===== src/hw/rtl/tpp_pkg.sv =====
// Shared widths, register indexes and control types for the throttle position PID.
package tpp_pkg;

	localparam int POS_W      = 12;  // target / actual position
	localparam int ERR_W      = 13;  // signed error
	localparam int ERR_MAG_W  = 12;  // |error| <= 4095
	localparam int DIFF_MAG_W = 13;  // |error - previous error| <= 8190
	localparam int GAIN_W     = 16;
	localparam int DUTY_W     = 10;
	localparam int INT_W      = 32;  // integral accumulator

	localparam int NUM_REGS   = 8;
	localparam int REG_IDX_W  = 3;

	localparam logic signed [POS_W-1:0] LOW_POS_LIMIT = 12'sd200;

	// Gain scale 1000 = 125 << 3: shift off the 8, then divide by 125 (125 >= 2**6)
	localparam int SCALE_SHIFT = 3;
	localparam int SCALE_ODD   = 125;
	localparam int ODD_LOG2    = 6;

	typedef enum logic [REG_IDX_W-1:0] {
		REG_FWD_P,
		REG_FWD_I,
		REG_FWD_D,
		REG_BACK_P,
		REG_BACK_I,
		REG_BACK_D,
		REG_LOW_BACK_P,
		REG_LOW_BACK_I
	} tpp_reg_t;

	// Load strobes for the two stages of a constant divider
	typedef struct packed {
		logic est;
		logic fix;
	} tpp_div_en_t;

endpackage


===== src/hw/rtl/tpp_cdiv.sv =====
// Two-stage unsigned divide by a constant: reciprocal estimate, then one-step correction.
module tpp_cdiv import tpp_pkg::*; #(
	parameter int NUM_W   = 29,
	parameter int DIVISOR = 5
) (
	input  logic             clk,
	input  tpp_div_en_t      en,
	input  logic [NUM_W-1:0] num,
	output logic [NUM_W-1:0] quo
);

	localparam logic [63:0] RECIP_L = (64'd1 << NUM_W) / DIVISOR;
	localparam int REC_W  = NUM_W + 1;
	localparam int PROD_W = NUM_W + REC_W;
	localparam logic [REC_W-1:0] RECIP = RECIP_L[REC_W-1:0];
	localparam logic [NUM_W-1:0] DIV_V = NUM_W'(DIVISOR);

	logic [PROD_W-1:0] prod;
	logic [NUM_W-1:0]  num_s1;
	logic [NUM_W-1:0]  qest_s1;
	logic [NUM_W-1:0]  rem;
	logic [NUM_W-1:0]  quo_s2;

	// estimate is floor(n/D) or one short of it
	assign prod = PROD_W'(num) * PROD_W'(RECIP);
	assign rem  = num_s1 - qest_s1 * DIV_V;
	assign quo  = quo_s2;

	always_ff @(posedge clk) begin
		if (en.est) begin
			num_s1  <= num;
			qest_s1 <= prod[PROD_W-2:NUM_W];
		end
		if (en.fix) begin
			quo_s2 <= qest_s1 + NUM_W'(rem >= DIV_V);
		end
	end

endmodule


===== config.mk =====
export PLATFORM = sky130hd
export DESIGN_NAME = tpp_cdiv
export DESIGN_NICKNAME = d
export VERILOG_FILES = /design/src/hw/rtl/tpp_pkg.sv /design/src/hw/rtl/tpp_cdiv.sv
export SDC_FILE = /design/constraint.sdc
export NUM_CORES = 1
export LEC_CHECK = 0
export ABC_AREA = 1
export ABC_CLOCK_PERIOD_IN_PS = 8060
export BUFFER_PORTS_ARGS = -buffer_cell sky130_fd_sc_hd__buf_2
export CAP_MARGIN = 20
export CORE_MARGIN = 2
export CORE_UTILIZATION = 60
export DETAILED_ROUTE_END_ITERATION = 7
export HOLD_SLACK_MARGIN = 0.02
export PLACE_DENSITY = 0.77
export REMOVE_ABC_BUFFERS = 1
export SLEW_MARGIN = 15
export SYNTH_ARGS = -nofsm -noshare
export SYNTH_HDL_FRONTEND = slang
export SYNTH_SLANG_ARGS = --single-unit

===== constraint.sdc =====
create_clock -name clk -period 8.06 [get_ports clk]
set_clock_uncertainty 0.1 [all_clocks]
set_input_delay 1.209 -clock clk [delete_from_list [all_inputs] [get_ports clk]]
set_output_delay 1.209 -clock clk [all_outputs]
set_load 0.02 [all_outputs]

## After elaboration in Yosys (flattened, before gate mapping)

Cells that the tools add are included.
W data, S select, Z words.

| storage, ports and cells | value |
|---|---|
| register bits after elaboration | 85 |
| input port bits | 32 |
| output and inout bits | 29 |
| logic and storage cells | 8 |

| cells by class | value |
|---|---|
| add/sub/neg operators | 2 |
| $mul | 2 |
| order comparisons | 1 |

Operator list:

| kind | count |
|---|---|
| $mul A29 B26 Y55 const B | 1 |
| $ge A29 B3 Y1 const B | 1 |
| $mul A27 B3 Y29 const B | 1 |
| $sub A29 B29 Y29 | 1 |
| $add A27 B1 Y28 | 1 |

## Depth between registers and ports, before layout

| logic depth | value |
|---|---|
| depth in word-level cells | 4 |
| mapped depth | 32 |
| depth with buffers taken out | 32 |

## Worst setup path before layout

Ideal clock, no wire load.

| timing | value |
|---|---|
| path kind | input -> register |
| start point | input num[15] |
| end point | register qest_s1[11], data pin |
| setup time | 0.262 ns |
| data arrival time | 6.104 ns |
| required time | 7.698 ns |
| slack | 1.593 ns |
| stages on the path | 19 |
| path buffers | 0 |
| path through | ha_1 -> fa_1 -> fa_1 -> fa_1 -> inv_1 -> fa_1 -> inv_1 -> fa_1 -> inv_1 -> fa_1 -> inv_1 -> ha_1 -> a21o_1 -> a21oi_1 -> o21ai_0 -> o21bai_1 -> a21oi_1 -> o21bai_1 -> xor2_1 |

| on the way | value |
|---|---|
| word-level cells in the longest chain between the ends | 1 |

RTL lines:

| item | RTL line | text |
|---|---|---|
| start: declaration | tpp_cdiv.sv:8 | `input logic [NUM_W-1:0] num,` |
| $mul A29 B26 Y55 | tpp_cdiv.sv:25 | `assign prod = PROD_W'(num) * PROD_W'(RECIP);` |
| net prod[40] | tpp_cdiv.sv:18 | `logic [PROD_W-1:0] prod;` |
| end signal: assignment | tpp_cdiv.sv:32 | `qest_s1 <= prod[PROD_W-2:NUM_W];` |
| end: declaration | tpp_cdiv.sv:20 | `logic [NUM_W-1:0] qest_s1;` |

The timed path passes the listed nets, and every way through them passes these cells.
A chain may end at the register's enable or synchronous reset.

## Worst setup path in the final report

| timing | value |
|---|---|
| start point | input num[12] |
| end point | register qest_s1[10], data pin |

The elaborated chain is that of the path after synthesis.

==> flow_summary_export.csv <==
group,metric,value,unit
clock_network,ctsHtreeMaxLevel,3,
route,wl_per_cell,21.5,um
synthesis,netlist_instances,2136,
route,drtPass1Iterations,5,
floorplanning,die_area,32500,um^2
global_route,grt_overflow,0,
clock_network,post_cts_buffers,0,
sta,final_hold_viol_count,0,
synthesis,async_reset_ff_share,0,%
clock_network,clock_latency,0.37,ns
synthesis,syn_area,18600,um^2
worst_setup_path,r2r-start,"qest_s1[6]",
synthesis,ys_types,38,
clock_network,cts_resized,0,
worst_setup_path,critPathLaunch,"num[12]",
synthesis,netlist.area_leader.share,31.3,%
clock_network,path_clk_slew,0.08,ns
synthesis,yosysTopAreaCell,"fa_1",
route,drt-total-wl,56.2,mm
route,drc,0,
sta,slew_headroom,43.2,%
floorplanning,io_pins,61,
worst_setup_path,r2r-end,"quo[26]",
worst_setup_path,critPathLaunchType,"input pin",
synthesis,synth_edf_count,84,
clock_network,cts_hold_buf,0,
floorplanning,num_rows,64,
route,vias,14500,
run_status,status,"complete, no violations",
final_layout,area_delta_synth_final,5.92,%
global_route,grt_pass1_wl,86.5,mm
floorplanning,die_h,180,um
sta,fmax,141,MHz
clock_network,cts_tree,"built",
worst_setup_path,crit_type,"input pin to register",
route,detail-route-antenna-nets,0,
worst_setup_path,required,8.08,ns
placed_design,routabilityCongestion,1.03,
synthesis,yosysSeqAreaShare,13.5,%
placed_design,io_buffer_count,59,
clock_network,cts_buffer_depth,2,
floorplanning,start_util,61.0,%
synthesis,synth.avg_cell_area,8.73,um^2
synthesis,synth_fa_ha_area_share,51.6,%
global_route,grtUsageTotal,35.5,%
worst_setup_path,worstPathArrival,7.09,ns
synthesis,yosys_warnings,0,
clock_network,cts_buffers,9,
sta,tightest_slew,0.851,ns
floorplanning,dieWidth,180,um
worst_setup_path,cp-end-kind,"register",
worst_hold_path,hp-class,"register to register",
synthesis,synth_top_family_by_area,"adder cells",
placed_design,dp_hpwl,49.9,mm
synthesis,synth_mux_area_share,0,%
synthesis,synth_area_leaders,"fa_1 31%, ha_1 20%, edfxtp_1 14%",
clock_network,cts_sinks,84,
global_route,grt_pass1_vias,15300,
synthesis,synth_compound_area_share,5.78,%
worst_setup_path,endpoint,"qest_s1[10]",
final_layout,num-nets-final,2833,
sta,grt_setup_unrepaired,"false",
sta,setup_viol,0,
floorplanning,core,30600,um^2
sta,setup_tns,0,ns
flow_run,cap_violations,0,
global_route,grt_antenna_before_repair,0,
sta,finalCritPeriodShare,87.7,%
worst_setup_path,rrSetupSlack,2.53,ns
global_route,grt_max_degree,57,
synthesis,synth_top_flop_cell,"edfxtp_1",
synthesis,synth-xor-area-share,3.19,%
route,vias_per_cell,5.57,
final_layout,fill_cells,2664,
sta,drv_slew,0,
synthesis,yosys.area_share.simple,14.0,%
synthesis,ys_ff_latch,84,
final_layout,diodes,0,
route,initialDrtViolationCount,1083,
clock_network,cts_root_buffer,"clkbuf_16",
worst_setup_path,path_max_fanout,5,
worst_setup_path,ff2ff_path_depth,29,
sta,post-route-min-period,7.07,ns
final_layout,drive_gt1_share,4.34,%
## placed cells by master, fill, tap and decap left out, types with 50 or more instances in the layout
master and n:
a21oi_1 91, buf_2 59, edfxtp_1 84, fa_1 292
ha_1 302, inv_1 588, nand2_1 330, nand3_1 72
nor2_1 139, xor2_1 50
## metrics by stage
stage	std cells	area, um^2	util, %	worst slack (ns)	hold WS [ns]
after floorplan	2135	18600	-	1.59	0.477
after detailed placement	2592	19400	63.6	0.631	0.576
after global placement	2592	19400	63.6	0.598	0.554
final	2608	19800	64.6	0.991	0.600
after CTS	2608	19800	64.6	1.01	0.599
after global routing	2608	19800	64.6	0.673	0.641
## area by class of cell
| class | instances | area, um^2 | share of cell area (%) |
|---|---|---|---|
| Clock buffer | 9 | 225 | 1.14 |
| Tap cell | 396 | 495 | 2.51 |
| Inverter | 588 | 2210 | 11.2 |
| Multi-Input combinational cell | 1463 | 13900 | 70.4 |
| Clock inverter | 7 | 81.3 | 0.412 |
| Sequential cell | 84 | 2520 | 12.8 |
| Timing Repair Buffer | 61 | 310 | 1.57 |
## worst max-delay path, cell delays in order
cell	delay, ns
buf_2	0.14
ha_1	0.45
fa_1	0.55
inv_1	0.14
fa_1	0.58
fa_1	0.53
inv_1	0.06
fa_1	0.48
fa_1	0.55
inv_1	0.06
fa_1	0.52
inv_1	0.05
ha_1	0.33
nand2_1	0.10
nor2_1	0.19
inv_1	0.11
nor4_1	0.53
nand2_1	0.11
nand3_1	0.14
a21oi_1	0.10
xnor2_1	0.15
## how the worst min path moves through the flow
stage                     start      end  cells after the start
floorplan           qest_s1[26]  quo[26]                      2
global placement    qest_s1[26]  quo[26]                      2
detailed placement  qest_s1[26]  quo[26]                      2
CTS                 qest_s1[26]  quo[26]                      2
global route        qest_s1[26]  quo[26]                      2
finish              qest_s1[26]  quo[26]                      2
## synth_stat cells (5+ instances only)
cell type  instances
a21oi_1           91
inv_1            588
xnor2_1           18
fa_1             292
a21o_1             9
edfxtp_1          84
xor2_1            50
ha_1             302
o21bai_1          19
or2_2              5
nand3_1           72
nor4_1             7
o21ai_0           44
nor2_1           139
nand3b_1           9
a31oi_1           13
nor3_1            12
nand2_1          330
nand4_1           16
o21a_1             5
## layer usage
metal	vias to the layer above	routed length, um	share of wire [%]	global-route usage, %
met5	-	0	0	0
met4	0	2400	4.3	13.4
li1	6751	-	-	-
met2	538	26900	48	60.3
met3	131	3680	6.6	6.10
met1	7113	23200	41	45.8
## logic make-up after synthesis
family,after synthesis
AOI/OAI and AO/OA,191
xor gates and xnor gates,68
adders and majority gates,594
buffers and inverters,589
DFF,84
other,1
and+or+nand+nor,609
## state kept, by name (all words and copies together), names as in the netlist
register,count
num_s1,29
quo,28
qest_s1,27
Power is left out: the tool's default activity adds up to more than one toggle a clock period on the data nets, which glitch-free logic cannot reach.
